`config.mk`:
```
export PLATFORM = sky130hd
export DESIGN_NAME = rc_satellite_frame_decoder
export DESIGN_NICKNAME = d
export VERILOG_FILES = /design/src/design/rcfd_pkg.sv /design/src/design/rcfd_stage_mem.sv /design/src/design/rc_satellite_frame_decoder.sv
export SDC_FILE = /design/constraint.sdc
export NUM_CORES = 1
export LEC_CHECK = 0
export BUFFER_PORTS_ARGS = -buffer_cell sky130_fd_sc_hd__clkbuf_2
export CORE_MARGIN = 3
export CORE_UTILIZATION = 50
export CTS_CLUSTER_SIZE = 12
export DETAILED_ROUTE_END_ITERATION = 16
export PLACE_DENSITY = 0.79
export SYNTH_ARGS = -nofsm -noshare
export SYNTH_HDL_FRONTEND = slang
export SYNTH_HIERARCHICAL = 1
export SYNTH_SLANG_ARGS = --single-unit
```
`constraint.sdc`:
```
create_clock -name aclk -period 3.5 [get_ports aclk]
set_input_delay 0.525 -clock aclk [delete_from_list [all_inputs] [get_ports aclk]]
set_output_delay 0.525 -clock aclk [all_outputs]
set_load 0.02 [all_outputs]
```
`src/design/rcfd_pkg.sv`:
```
// Shared types and constants for the RC satellite frame decoder.
// No dependencies; imported by rcfd_stage_mem, rc_satellite_frame_decoder, rcfd_channel_checker and tb.
package rcfd_pkg;

    localparam int IDX_W   = 4;
    localparam int VALUE_W = 11;

    localparam logic [1:0] CFG_FRAME_GAP  = 2'd0;
    localparam logic [1:0] CFG_LOSS_LIMIT = 2'd1;
    localparam logic [1:0] CFG_THR_FLOOR  = 2'd2;

    localparam logic OP_BYTE = 1'b0;
    localparam logic OP_TICK = 1'b1;

    localparam logic [7:0] SYNC_10B_A = 8'h01;
    localparam logic [7:0] SYNC_10B_B = 8'hb2;
    localparam logic [7:0] SYNC_10B_C = 8'h02;
    localparam logic [7:0] SYNC_11B   = 8'h12;

    localparam logic [4:0] MODE_POS   = 5'd2;
    localparam logic [4:0] FRAME_LEN  = 5'd16;

    localparam logic [2:0] GAP_RESET    = 3'd4;
    localparam logic [4:0] LOSS_RESET   = 5'd30;
    localparam logic [10:0] FLOOR_RESET = 11'd10;

    typedef enum logic [3:0] {
        ST_IDLE = 4'b0001,
        ST_RD   = 4'b0010,
        ST_LOAD = 4'b0100,
        ST_SEND = 4'b1000
    } emit_state_t;

    // Command bundle from the frame logic to the staging store
    typedef struct packed {
        logic               wr_en;
        logic [IDX_W-1:0]   wr_addr;
        logic [VALUE_W-1:0] wr_data;
        logic               clear;
        logic               rd_en;
        logic [IDX_W-1:0]   rd_addr;
    } stage_cmd_t;

endpackage

```
`src/design/rcfd_stage_mem.sv`:
```
// Channel staging store: synchronous memory with registered read.
// Per-entry valid bits make unwritten or cleared entries read as zero.
// Depends on rcfd_pkg.
module rcfd_stage_mem #(
    parameter int DEPTH = 12
) (
    input  logic                        aclk,
    input  logic                        aresetn,
    input  rcfd_pkg::stage_cmd_t        cmd,
    output logic [rcfd_pkg::VALUE_W-1:0] rd_data
);
    import rcfd_pkg::*;

    localparam int AW = (DEPTH > 1) ? $clog2(DEPTH) : 1;

    logic [VALUE_W-1:0] mem [DEPTH];
    logic [DEPTH-1:0]   valid_reg;
    logic [VALUE_W-1:0] rd_data_reg;

    always_ff @(posedge aclk) begin
        if (cmd.wr_en) begin
            mem[cmd.wr_addr[AW-1:0]] <= cmd.wr_data;
        end
    end

    always_ff @(posedge aclk) begin
        if (!aresetn) begin
            valid_reg <= '0;
        end else if (cmd.clear) begin
            valid_reg <= '0;
        end else if (cmd.wr_en) begin
            valid_reg[cmd.wr_addr[AW-1:0]] <= 1'b1;
        end
    end

    always_ff @(posedge aclk) begin
        if (cmd.rd_en) begin
            rd_data_reg <= valid_reg[cmd.rd_addr[AW-1:0]] ? mem[cmd.rd_addr[AW-1:0]]
                                                            : '0;
        end
    end

    assign rd_data = rd_data_reg;

endmodule

```
`src/design/rc_satellite_frame_decoder.sv`:
```
// Usage
//   Input beats (s_*): tuser[0] selects a received byte (0) or a supervisor
//   tick (1); tdata[7:0] carries the byte. Result beats (m_*): one beat per
//   channel, tlast on channel CHANNELS-1, tuser[0] set when the run reports
//   signal loss. Configuration (cfg_*): index 0 frame gap ticks, 1 loss
//   limit, 2 throttle floor; cfg_ready is always high, other indexes drop.
//   Flow: a byte or tick that emits nothing does not hold the input off. A frame
//   end on a good frame, or a signal loss, starts a run of CHANNELS beats;
//   each beat goes through a staging memory read, an output load and the
//   send, so a run holds the input off until its last beat is sent, stalls
//   by the receiver included. The first result beat is valid once the run
//   has passed the read and load states into the output register.
//   Reset: aresetn low for one edge clears the frame state, loads the
//   register defaults and invalidates every staging entry at once (they
//   read as zero); no clearing pass is needed.
//   Stall: while m_tready is low the result beat holds and s_tready stays
//   low until the run is complete.
// Depends on rcfd_pkg and rcfd_stage_mem.
module rc_satellite_frame_decoder #(
    parameter int CHANNELS = 12
) (
    input  logic        aclk,
    input  logic        aresetn,
    // input stream
    input  logic        s_tvalid,
    output logic        s_tready,
    input  logic [7:0]  s_tdata,   // [7:0] byte_value
    input  logic [0:0]  s_tuser,   // [0] operation
    // result stream
    output logic        m_tvalid,
    input  logic        m_tready,
    output logic [15:0] m_tdata,   // [3:0] channel_index, [14:4] channel_value, [15] zero
    output logic [0:0]  m_tuser,   // [0] signal_lost
    output logic        m_tlast,   // last_of_run
    // configuration writes
    input  logic        cfg_valid,
    output logic        cfg_ready,
    input  logic [1:0]  cfg_index,
    input  logic [10:0] cfg_data
);
    import rcfd_pkg::*;

    localparam int AW = (CHANNELS > 1) ? $clog2(CHANNELS) : 1;
    localparam logic [AW-1:0] LAST_CH = AW'(CHANNELS - 1);
    localparam logic [IDX_W:0] CH_LIMIT = (IDX_W + 1)'(CHANNELS);

    // configuration
    logic [2:0]  frame_gap_reg;
    logic [4:0]  loss_limit_reg;
    logic [10:0] floor_reg;

    // frame state
    logic        in_sync_reg,   in_sync_next;
    logic [4:0]  pos_reg,       pos_next;
    logic [7:0]  prev_reg,      prev_next;
    logic        eleven_reg,    eleven_next;
    logic        bad_reg,       bad_next;
    logic [2:0]  gap_reg,       gap_next;
    logic [4:0]  resync_reg,    resync_next;

    // run emitter
    emit_state_t state_reg, state_next;
    logic [AW-1:0] ch_reg, ch_next;
    logic        lost_reg, lost_next;

    logic              out_valid_reg;
    logic [AW-1:0]     out_idx_reg;
    logic [VALUE_W-1:0] out_value_reg;
    logic              out_lost_reg;
    logic              out_last_reg;

    stage_cmd_t          cmd;
    logic [VALUE_W-1:0]  rd_data;

    logic               accept;
    logic [4:0]         pos_inc;
    logic [15:0]        word;
    logic [IDX_W-1:0]   word_idx;
    logic [VALUE_W-1:0] word_val;
    logic [2:0]         gap_inc;
    logic [4:0]         resync_inc;
    logic               start_run;
    logic               start_lost;

    assign accept    = s_tvalid && s_tready;
    assign s_tready  = (state_reg == ST_IDLE);
    assign cfg_ready = 1'b1;

    assign pos_inc    = pos_reg + 5'd1;
    assign word       = {prev_reg, s_tdata};
    assign word_idx   = eleven_reg ? word[14:11] : word[13:10];
    assign word_val   = eleven_reg ? word[10:0] : {1'b0, word[9:0]};
    assign gap_inc    = gap_reg + 3'd1;
    assign resync_inc = resync_reg + 5'd1;

    always_comb begin
        in_sync_next = in_sync_reg;
        pos_next     = pos_reg;
        prev_next    = prev_reg;
        eleven_next  = eleven_reg;
        bad_next     = bad_reg;
        gap_next     = gap_reg;
        resync_next  = resync_reg;
        start_run    = 1'b0;
        start_lost   = 1'b0;
        cmd          = '0;
        cmd.wr_addr  = word_idx;
        cmd.wr_data  = word_val;

        if (accept) begin
            if (s_tuser[0] == OP_TICK) begin
                gap_next = gap_inc;
                if (gap_inc > frame_gap_reg) begin
                    in_sync_next = 1'b0;
                    pos_next     = '0;
                    prev_next    = 8'hFF;
                    bad_next     = 1'b0;
                    gap_next     = '0;
                    resync_next  = resync_inc;
                    if (resync_inc > loss_limit_reg) begin
                        resync_next = '0;
                        cmd.clear   = 1'b1;
                        start_run   = 1'b1;
                        start_lost  = 1'b1;
                    end
                end
            end else begin
                pos_next = pos_inc;
                if (!in_sync_reg) begin
                    if (pos_inc == MODE_POS) begin
                        if (s_tdata == SYNC_10B_A || s_tdata == SYNC_10B_B ||
                            s_tdata == SYNC_10B_C) begin
                            eleven_next  = 1'b0;
                            in_sync_next = 1'b1;
                        end else if (s_tdata == SYNC_11B) begin
                            eleven_next  = 1'b1;
                            in_sync_next = 1'b1;
                        end else begin
                            pos_next = '0;
                        end
                    end
                end else if (!pos_inc[0]) begin
                    // channel 0 below the floor spoils the rest of the frame
                    if (word_idx == '0 && word_val < floor_reg) begin
                        bad_next = 1'b1;
                    end
                    if ({1'b0, word_idx} < CH_LIMIT && !bad_next) begin
                        cmd.wr_en = 1'b1;
                    end
                end
                if (pos_next == FRAME_LEN) begin
                    pos_next     = '0;
                    in_sync_next = 1'b0;
                    resync_next  = '0;
                    start_run    = !bad_next;
                    bad_next     = 1'b0;
                end
                prev_next = s_tdata;
            end
        end

        // run emitter: read, load, send per channel
        state_next = state_reg;
        ch_next    = ch_reg;
        lost_next  = lost_reg;
        cmd.rd_addr = IDX_W'(ch_reg);
        case (state_reg)
            ST_IDLE: begin
                if (start_run) begin
                    state_next = ST_RD;
                    ch_next    = '0;
                    lost_next  = start_lost;
                end
            end
            ST_RD: begin
                cmd.rd_en  = 1'b1;
                state_next = ST_LOAD;
            end
            ST_LOAD: begin
                state_next = ST_SEND;
            end
            ST_SEND: begin
                if (m_tready) begin
                    if (ch_reg == LAST_CH) begin
                        state_next = ST_IDLE;
                    end else begin
                        ch_next    = ch_reg + AW'(1);
                        state_next = ST_RD;
                    end
                end
            end
            default: begin
                state_next = ST_IDLE;
            end
        endcase
    end

    always_ff @(posedge aclk) begin
        if (!aresetn) begin
            frame_gap_reg  <= GAP_RESET;
            loss_limit_reg <= LOSS_RESET;
            floor_reg      <= FLOOR_RESET;
        end else if (cfg_valid && cfg_ready) begin
            case (cfg_index)
                CFG_FRAME_GAP:  frame_gap_reg  <= cfg_data[2:0];
                CFG_LOSS_LIMIT: loss_limit_reg <= cfg_data[4:0];
                CFG_THR_FLOOR:  floor_reg      <= cfg_data;
                default: begin
                end
            endcase
        end
    end

    always_ff @(posedge aclk) begin
        if (!aresetn) begin
            in_sync_reg <= 1'b0;
            pos_reg     <= '0;
            prev_reg    <= 8'hFF;
            eleven_reg  <= 1'b0;
            bad_reg     <= 1'b0;
            gap_reg     <= '0;
            resync_reg  <= '0;
            state_reg   <= ST_IDLE;
            ch_reg      <= '0;
            lost_reg    <= 1'b0;
        end else begin
            in_sync_reg <= in_sync_next;
            pos_reg     <= pos_next;
            prev_reg    <= prev_next;
            eleven_reg  <= eleven_next;
            bad_reg     <= bad_next;
            gap_reg     <= gap_next;
            resync_reg  <= resync_next;
            state_reg   <= state_next;
            ch_reg      <= ch_next;
            lost_reg    <= lost_next;
        end
    end

    // output register
    always_ff @(posedge aclk) begin
        if (!aresetn) begin
            out_valid_reg <= 1'b0;
        end else if (state_reg == ST_LOAD) begin
            out_valid_reg <= 1'b1;
        end else if (m_tvalid && m_tready) begin
            out_valid_reg <= 1'b0;
        end
    end

    always_ff @(posedge aclk) begin
        if (state_reg == ST_LOAD) begin
            out_idx_reg   <= ch_reg;
            out_value_reg <= rd_data;
            out_lost_reg  <= lost_reg;
            out_last_reg  <= (ch_reg == LAST_CH);
        end
    end

    rcfd_stage_mem #(
        .DEPTH(CHANNELS)
    ) u_stage_mem (
        .aclk    (aclk),
        .aresetn (aresetn),
        .cmd     (cmd),
        .rd_data (rd_data)
    );

    assign m_tvalid = out_valid_reg;
    assign m_tdata  = {1'b0, out_value_reg, IDX_W'(out_idx_reg)};
    assign m_tuser  = out_lost_reg;
    assign m_tlast  = out_last_reg;

endmodule

```
==> reports/results.txt, run 1 <==
dpl hpwl: 13100 um
met1 wire length: 8050 um
area occupied by multi-input gates: 2990 um2
fin worst setup slack: 582 ps
cells along the critical path: and2_1 -> ha_1 -> nand4_1 -> o2111ai_1 -> and4_1 -> or3b_2 -> nor3_2 -> buf_4
top sig layer: met4
Reg2Reg Depth: 8
main flop type after synthesis: edfxtp_1
status: finished, final reports clean
I/O Pins: 48
final count of hold timing violations: 0
Worst-Skew Late Latency: 510 ps
nets: 764
first-pass GRT wire length: 32700 um
Warnings, synthesis: 6
Final Non-Filler Cells: 960
overall power: 0.00535 W
CP Depth: 8
Routed Antenna Nets: 0
leak pwr: 3.64 nW
Largest register FFs: 132
gpl congestion: 0.840
Crit path max-delay family: simple AND/OR/NAND/NOR gates
Hold Crit Class: input port to flop
Critical Path RT: 3700 ps
Site Rows: 49
filler cell count: 1335
worst r2r dst: u_stage_mem/mem[0][9]
Hold Path Cell Cnt: 3
all-layer global routing usage: 0.206
CTS H-Tree Depth: 1
Mean Syn Cell Area: 14.6 um2
crit-path max cell delay: 510 ps
vias: 5839
dpl ws: 231 ps
setup bufs post-CTS: 0
synthesized area: 9290 um2
internal reg-to-reg setup slack: 580 ps
Max Transition Viols Final: 0
post-CTS sizing: 0
drt drc: 0
Worst VDD drop: 0.391 mV
crit path from: eleven_reg
max_slew headroom: 0.350
sequential standard cell area: 6090 um2
layout cell share with drive strength beyond 1: 0.234
Worst Max-Slew Pin Slew: 971 ps
RSZ-0062 raised after global routing: no
setup violators final: 0
reg2reg start: eleven_reg
crit end category: flop
Num CTS Buffers: 23
Mapped Nets: 686
Layout area overhead: 14.5%
Detailed Routing Iterations Pass 1: 5
drt first-iter violations: 546
CORE AREA: 18100 um2
CP arrival: 3110 ps
setup TNS: 0 ps
post-synthesis register bit count: 224
met2 WL: 10200 um
asr flop ratio synth: 0
largest net degree at the start of global routing: 27
vias in the first global route: 5983
cells after synthesis: 636
critical path buffer and inverter count: 1
PD cells: 503 nW/um2
Avg WL per Cell: 21.1 um
via/cell ratio: 6.08
Max-Cap Viols: 0
sequential share of the synthesized area: 0.655
Worst setup SP type: flop
initial antenna violation count: 0
antenna fix cells: 0
clock sinks: 224
Die W: 142 um
Final min period: 2920 ps
Setup CP Type: flop to flop
Cells after DPL: 918
TritonCTS clock tree: done
Die Ht: 142 um
Distinct cells, synth: 62
Min-Delay Startpoint: cfg_data[6]
hold endpoint: floor_reg[6]
fin crit share: 0.834
DIE AREA: 20200 um2
Post-CTS Hold Buffers: 0
Fin Clk Skew: 11.1 ps
maximum clock rate: 343 MHz
clk root buf: clkbuf_16
Post-Route WL: 20200 um
GRT overflow: 0
# port buffers: 45
CTS Buffer Depth: 3
Initial Util: 0.513
metal3 WL: 1390 um
worst-path maximum fanout: 12
Post-synth EDFFs: 160
Clock transition at path regs: 60 ps
crit path max-delay cell type: or3b_2
## placed cells by master (no fill, tap or decap), types with 4 or more instances in the layout
| cell type | instances |
|---|---|
| a21oi_1 | 33 |
| nand3b_1 | 6 |
| clkbuf_8 | 4 |
| a31oi_1 | 4 |
| a221o_1 | 7 |
| mux4_1 | 4 |
| nor3_1 | 11 |
| dfxtp_1 | 63 |
| a21oi_2 | 10 |
| nand4_1 | 4 |
| buf_4 | 33 |
| o21ai_0 | 14 |
| clkbuf_16 | 24 |
| nand2b_1 | 6 |
| mux4_2 | 32 |
| mux2i_1 | 6 |
| clkbuf_2 | 45 |
| a22oi_1 | 11 |
| xor2_1 | 5 |
| edfxtp_1 | 160 |
| nand2_1 | 60 |
| mux2_2 | 5 |
| nand3_1 | 16 |
| ha_1 | 23 |
| clkbuf_1 | 13 |
| o211ai_1 | 6 |
| nor2_1 | 30 |
| nor2b_1 | 6 |
| o21a_1 | 14 |
| xnor2_1 | 5 |
| inv_1 | 23 |
| or3_1 | 4 |
## metrics by stage
stage          instance area (um2)   util  hold slack, ps
3_5_place_dp                  9920  0.548             406
3_3_place_gp                  9920  0.548             403
6_report                     10600  0.588             242
4_1_cts                      10600  0.588             232
5_1_grt                      10600  0.588             276
2_1_floorplan                 9290      -             400
## report_power, final
part           internal (W)  leakage (nW)  total, W  switching (W)
clock               0.00136         0.344   0.00232       0.000960
sequential          0.00285          1.91   0.00287      0.0000204
combinational     0.0000592          1.38  0.000166       0.000107
total               0.00426          3.64   0.00535        0.00109
## worst max path at each step
stage / endpoint / slack (ps)
after floorplan: u_stage_mem/mem[1][0] / 310
after global placement: u_stage_mem/mem[3][7] / 320
after detailed placement: u_stage_mem/mem[0][1] / 230
after CTS: u_stage_mem/mem[0][5] / 640
after global routing: u_stage_mem/mem[3][5] / 440
final: u_stage_mem/mem[0][9] / 580
## Yosys cell counts, types with 3 or more instances
cell	count	area share
a211oi_1	3	0.0024
mux4_1	4	0.011
nor3_1	12	0.0065
o21ai_0	14	0.0075
nor4_1	3	0.0020
ha_1	23	0.031
nand4_1	4	0.0027
nor2_1	30	0.012
a221o_1	7	0.0075
xnor2_1	5	0.0047
o21a_1	14	0.011
buf_4	3	0.0024
nand2_1	60	0.024
edfxtp_1	160	0.52
buf_2	6	0.0032
xor2_1	5	0.0047
o211ai_1	6	0.0049
nor2b_1	6	0.0040
a22oi_1	11	0.0089
nand3b_1	6	0.0049
nand2b_1	6	0.0040
mux2_2	5	0.0061
mux2i_1	6	0.0065
a21oi_1	33	0.018
a21oi_2	10	0.0094
dfxtp_1	64	0.14
inv_1	23	0.0093
mux4_2	32	0.078
clkbuf_1	11	0.0044
a31oi_1	4	0.0027
buf_6	4	0.0049
or3_1	4	0.0027
nand3_1	16	0.0086
## cell type report
class	instances	share of cell area
clock buffer	41	0.0663
timing repair buffer	78	0.0445
clock inverter	1	0.000824
multi-input combinational	364	0.281
inverter	23	0.00812
tap	229	0.0269
sequential	224	0.572
## worst reg2reg max path: cells and delay by family, from the launching register on
kind	cells	cell delay (ps)
simple gates	5	1250
flops	1	400
compound gates	1	370
fa+ha+maj	1	330
buf+inv	1	250
## cells by family (layout without fill, tap and decap cells)
group / Yosys count / count (layout) / share of synthesized area
DFF: 224 / 224 / 0.655
and+or+nand+nor: 162 / 162 / 0.0868
AOI/OAI and AO/OA: 120 / 120 / 0.0904
buffers and inverters: 48 / 143 / 0.0247
muxes: 47 / 47 / 0.101
adders and majority gates: 23 / 23 / 0.0310
xor gates and xnor gates: 10 / 10 / 0.00943
other: 2 / 2 / 0.000809
## per-layer routing
| layer | track usage | vias to the layer above |
|---|---|---|
| met2 | 0.350 | 250 |
| met4 | 0.0687 | 0 |
| met5 | 0 | - |
| met3 | 0.0282 | 65 |
| li1 | - | 2610 |
| met1 | 0.277 | 2914 |
(Power assumes the default switching activity.)
==> run 2, diff against run 1 <==
--- a/config.mk
+++ b/config.mk
@@ -10,7 +10,7 @@
 export CORE_UTILIZATION = 50
 export CTS_CLUSTER_SIZE = 12
 export DETAILED_ROUTE_END_ITERATION = 16
-export PLACE_DENSITY = 0.79
+export PLACE_DENSITY = 0.76
 export SYNTH_ARGS = -nofsm -noshare
 export SYNTH_HDL_FRONTEND = slang
 export SYNTH_HIERARCHICAL = 1
==> constraint.sdc (replaced) <==
create_clock -name aclk -period 2.9 [get_ports aclk]
set_input_delay 0.435 -clock aclk [delete_from_list [all_inputs] [get_ports aclk]]
set_output_delay 0.435 -clock aclk [all_outputs]
set_load 0.02 [all_outputs]
==> run 2 against run 1 <==
Global-route usage is 1.4 points lower. Clock power is 22% higher. First-iteration DRC count is 20% lower.
==> reports/results.txt, run 2 (synthesis results as in run 1) <==
status: finished, final reports clean
fin crit share: 0.889
vias in the first global route: 5795
Post-Route WL: 19100 um
switching part of the total: 0.203
RSZ-0062 raised after global routing: no
vias: 5631
maximum clock rate: 388 MHz
commonest non-fill, non-tap cell in the layout: edfxtp_1
crit path max-delay cell type: or3b_4
CORE AREA: 18100 um2
via/cell ratio: 5.86
I/O Pins: 48
CTS Buffer Depth: 3
area occupied by multi-input gates: 3030 um2
sequential standard cell area: 6090 um2
largest net degree at the start of global routing: 26
Largest register FFs: 132
Post-CTS Hold Buffers: 0
clk root buf: clkbuf_16
Crit path max-delay family: simple AND/OR/NAND/NOR gates
filler cell count: 1362
Hold Crit Class: input port to flop
cell-internal power: 0.00519 W
final count of hold timing violations: 0
Layout area overhead: 16.1%
Worst Max-Slew Pin Slew: 819 ps
CTS H-Tree Depth: 1
Worst setup SP type: flop
setup bufs post-CTS: 0
Critical Path RT: 3120 ps
drt drc: 0
drt first-iter violations: 436
Routed Antenna Nets: 0
Num CTS Buffers: 24
max_slew headroom: 0.452
Setup CP Type: flop to flop
Die W: 142 um
Fin Clk Skew: 12.8 ps
all-layer global routing usage: 0.192
Max Transition Viols Final: 0
Max-Cap Viols: 0
Final min period: 2580 ps
antenna fix cells: 0
TritonCTS clock tree: done
first-pass GRT wire length: 30700 um
post-CTS sizing: 0
setup violators final: 0
leak pwr: 3.69 nW
Psw: 0.00132 W
# port buffers: 45
Die Ht: 142 um
Avg WL per Cell: 19.8 um
Worst-Skew Late Latency: 510 ps
nets: 767
Logic pwr share: 0.034
power share of the clock group: 0.435
Clock transition at path regs: 60 ps
gpl congestion: 0.837
cells along the critical path: inv_1 -> ha_1 -> nand2_1 -> o21ai_0 -> buf_4 -> a21oi_1 -> o2111ai_2 -> and4_1 -> or3b_4 -> nor3_4 -> buf_12
crit end category: flop
critical path buffer and inverter count: 3
Site Rows: 49
GRT overflow: 0
dpl hpwl: 13100 um
commonest cells after routing, fill and taps aside: edfxtp_1 (160), dfxtp_1 (63), nand2_1 (60)
worst-path maximum fanout: 12
sequential power share: 0.530
layout cell share with drive strength beyond 1: 0.247
initial antenna violation count: 0
CP arrival: 2790 ps
Worst VDD drop: 0.516 mV
Detailed Routing Iterations Pass 1: 5
crit-path max cell delay: 430 ps
DIE AREA: 20200 um2
Core Util, Final: 0.596
Initial Util: 0.513
clock sinks: 224
PD cells: 604 nW/um2
setup TNS: 0 ps
[run 2: cell types whose count changed in the layout (fill, tap and decap cells not counted), moves of 2 or more]
cell       before  now
buf_4          33   29
clkbuf_8        4    2
nor3_1         11    9
nor2_2          0    3
clkbuf_16      24   26
clkbuf_1       13    7
clkinv_1        0    5
buf_12          0    6
nor2_1         30   26
[run 2: layout make-up]
cell class | instances | share of cell area
Sequential cell | 224 | 0.564
Tap cell | 229 | 0.0266
Inverter | 23 | 0.00801
Timing Repair Buffer | 80 | 0.0522
Multi-Input combinational cell | 364 | 0.281
Clock inverter | 6 | 0.00255
Clock buffer | 35 | 0.0653
[run 2: layer usage]
layer / up-vias / GRT usage / share of wire
met2: 189 / 0.329 / 0.51
met1: 2794 / 0.257 / 0.42
met5: - / 0 / 0
li1: 2610 / - / -
met4: 0 / 0.0581 / 0.024
met3: 38 / 0.0286 / 0.049
[run 2: stage by stage]
step,std cells,hold WS (ps),area [um2],worst slack [ps],total power [W]
2_1_floorplan,636,400,9330,5.32,0.00364
3_3_place_gp,920,401,10000,-17.2,0.00373
3_5_place_dp,920,405,10000,-7.61,0.00374
4_1_cts,961,133,10800,140,0.00656
5_1_grt,961,158,10800,106,0.00671
6_report,961,146,10800,322,0.00651
[run 2: path summary, 6_finish.rpt]
path	depth (start not counted)	end	start	slack (ps)
setup / recovery	11	u_stage_mem/mem[0][6]	floor_reg[2]	320
hold reg to reg	0	out_value_reg[4]	u_stage_mem/rd_data[4]	420
setup reg to reg	11	u_stage_mem/mem[0][6]	floor_reg[2]	320
hold / removal	3	floor_reg[5]	cfg_data[5]	150
[run 2: power groups by stage]
| stage | clock [W] | sequential [W] | combinational [W] |
|---|---|---|---|
| floorplan | 0 | 0.00352 | 0.000120 |
| global placement | 0 | 0.00352 | 0.000211 |
| detailed placement | 0 | 0.00352 | 0.000223 |
| CTS | 0.00288 | 0.00345 | 0.000225 |
| global route | 0.00301 | 0.00345 | 0.000251 |
| finish | 0.00283 | 0.00345 | 0.000224 |
[run 2: worst min-delay path, cell delays in order]
cell	delay, ps
clkbuf_2	80
nand2_1	50
a21oi_1	50
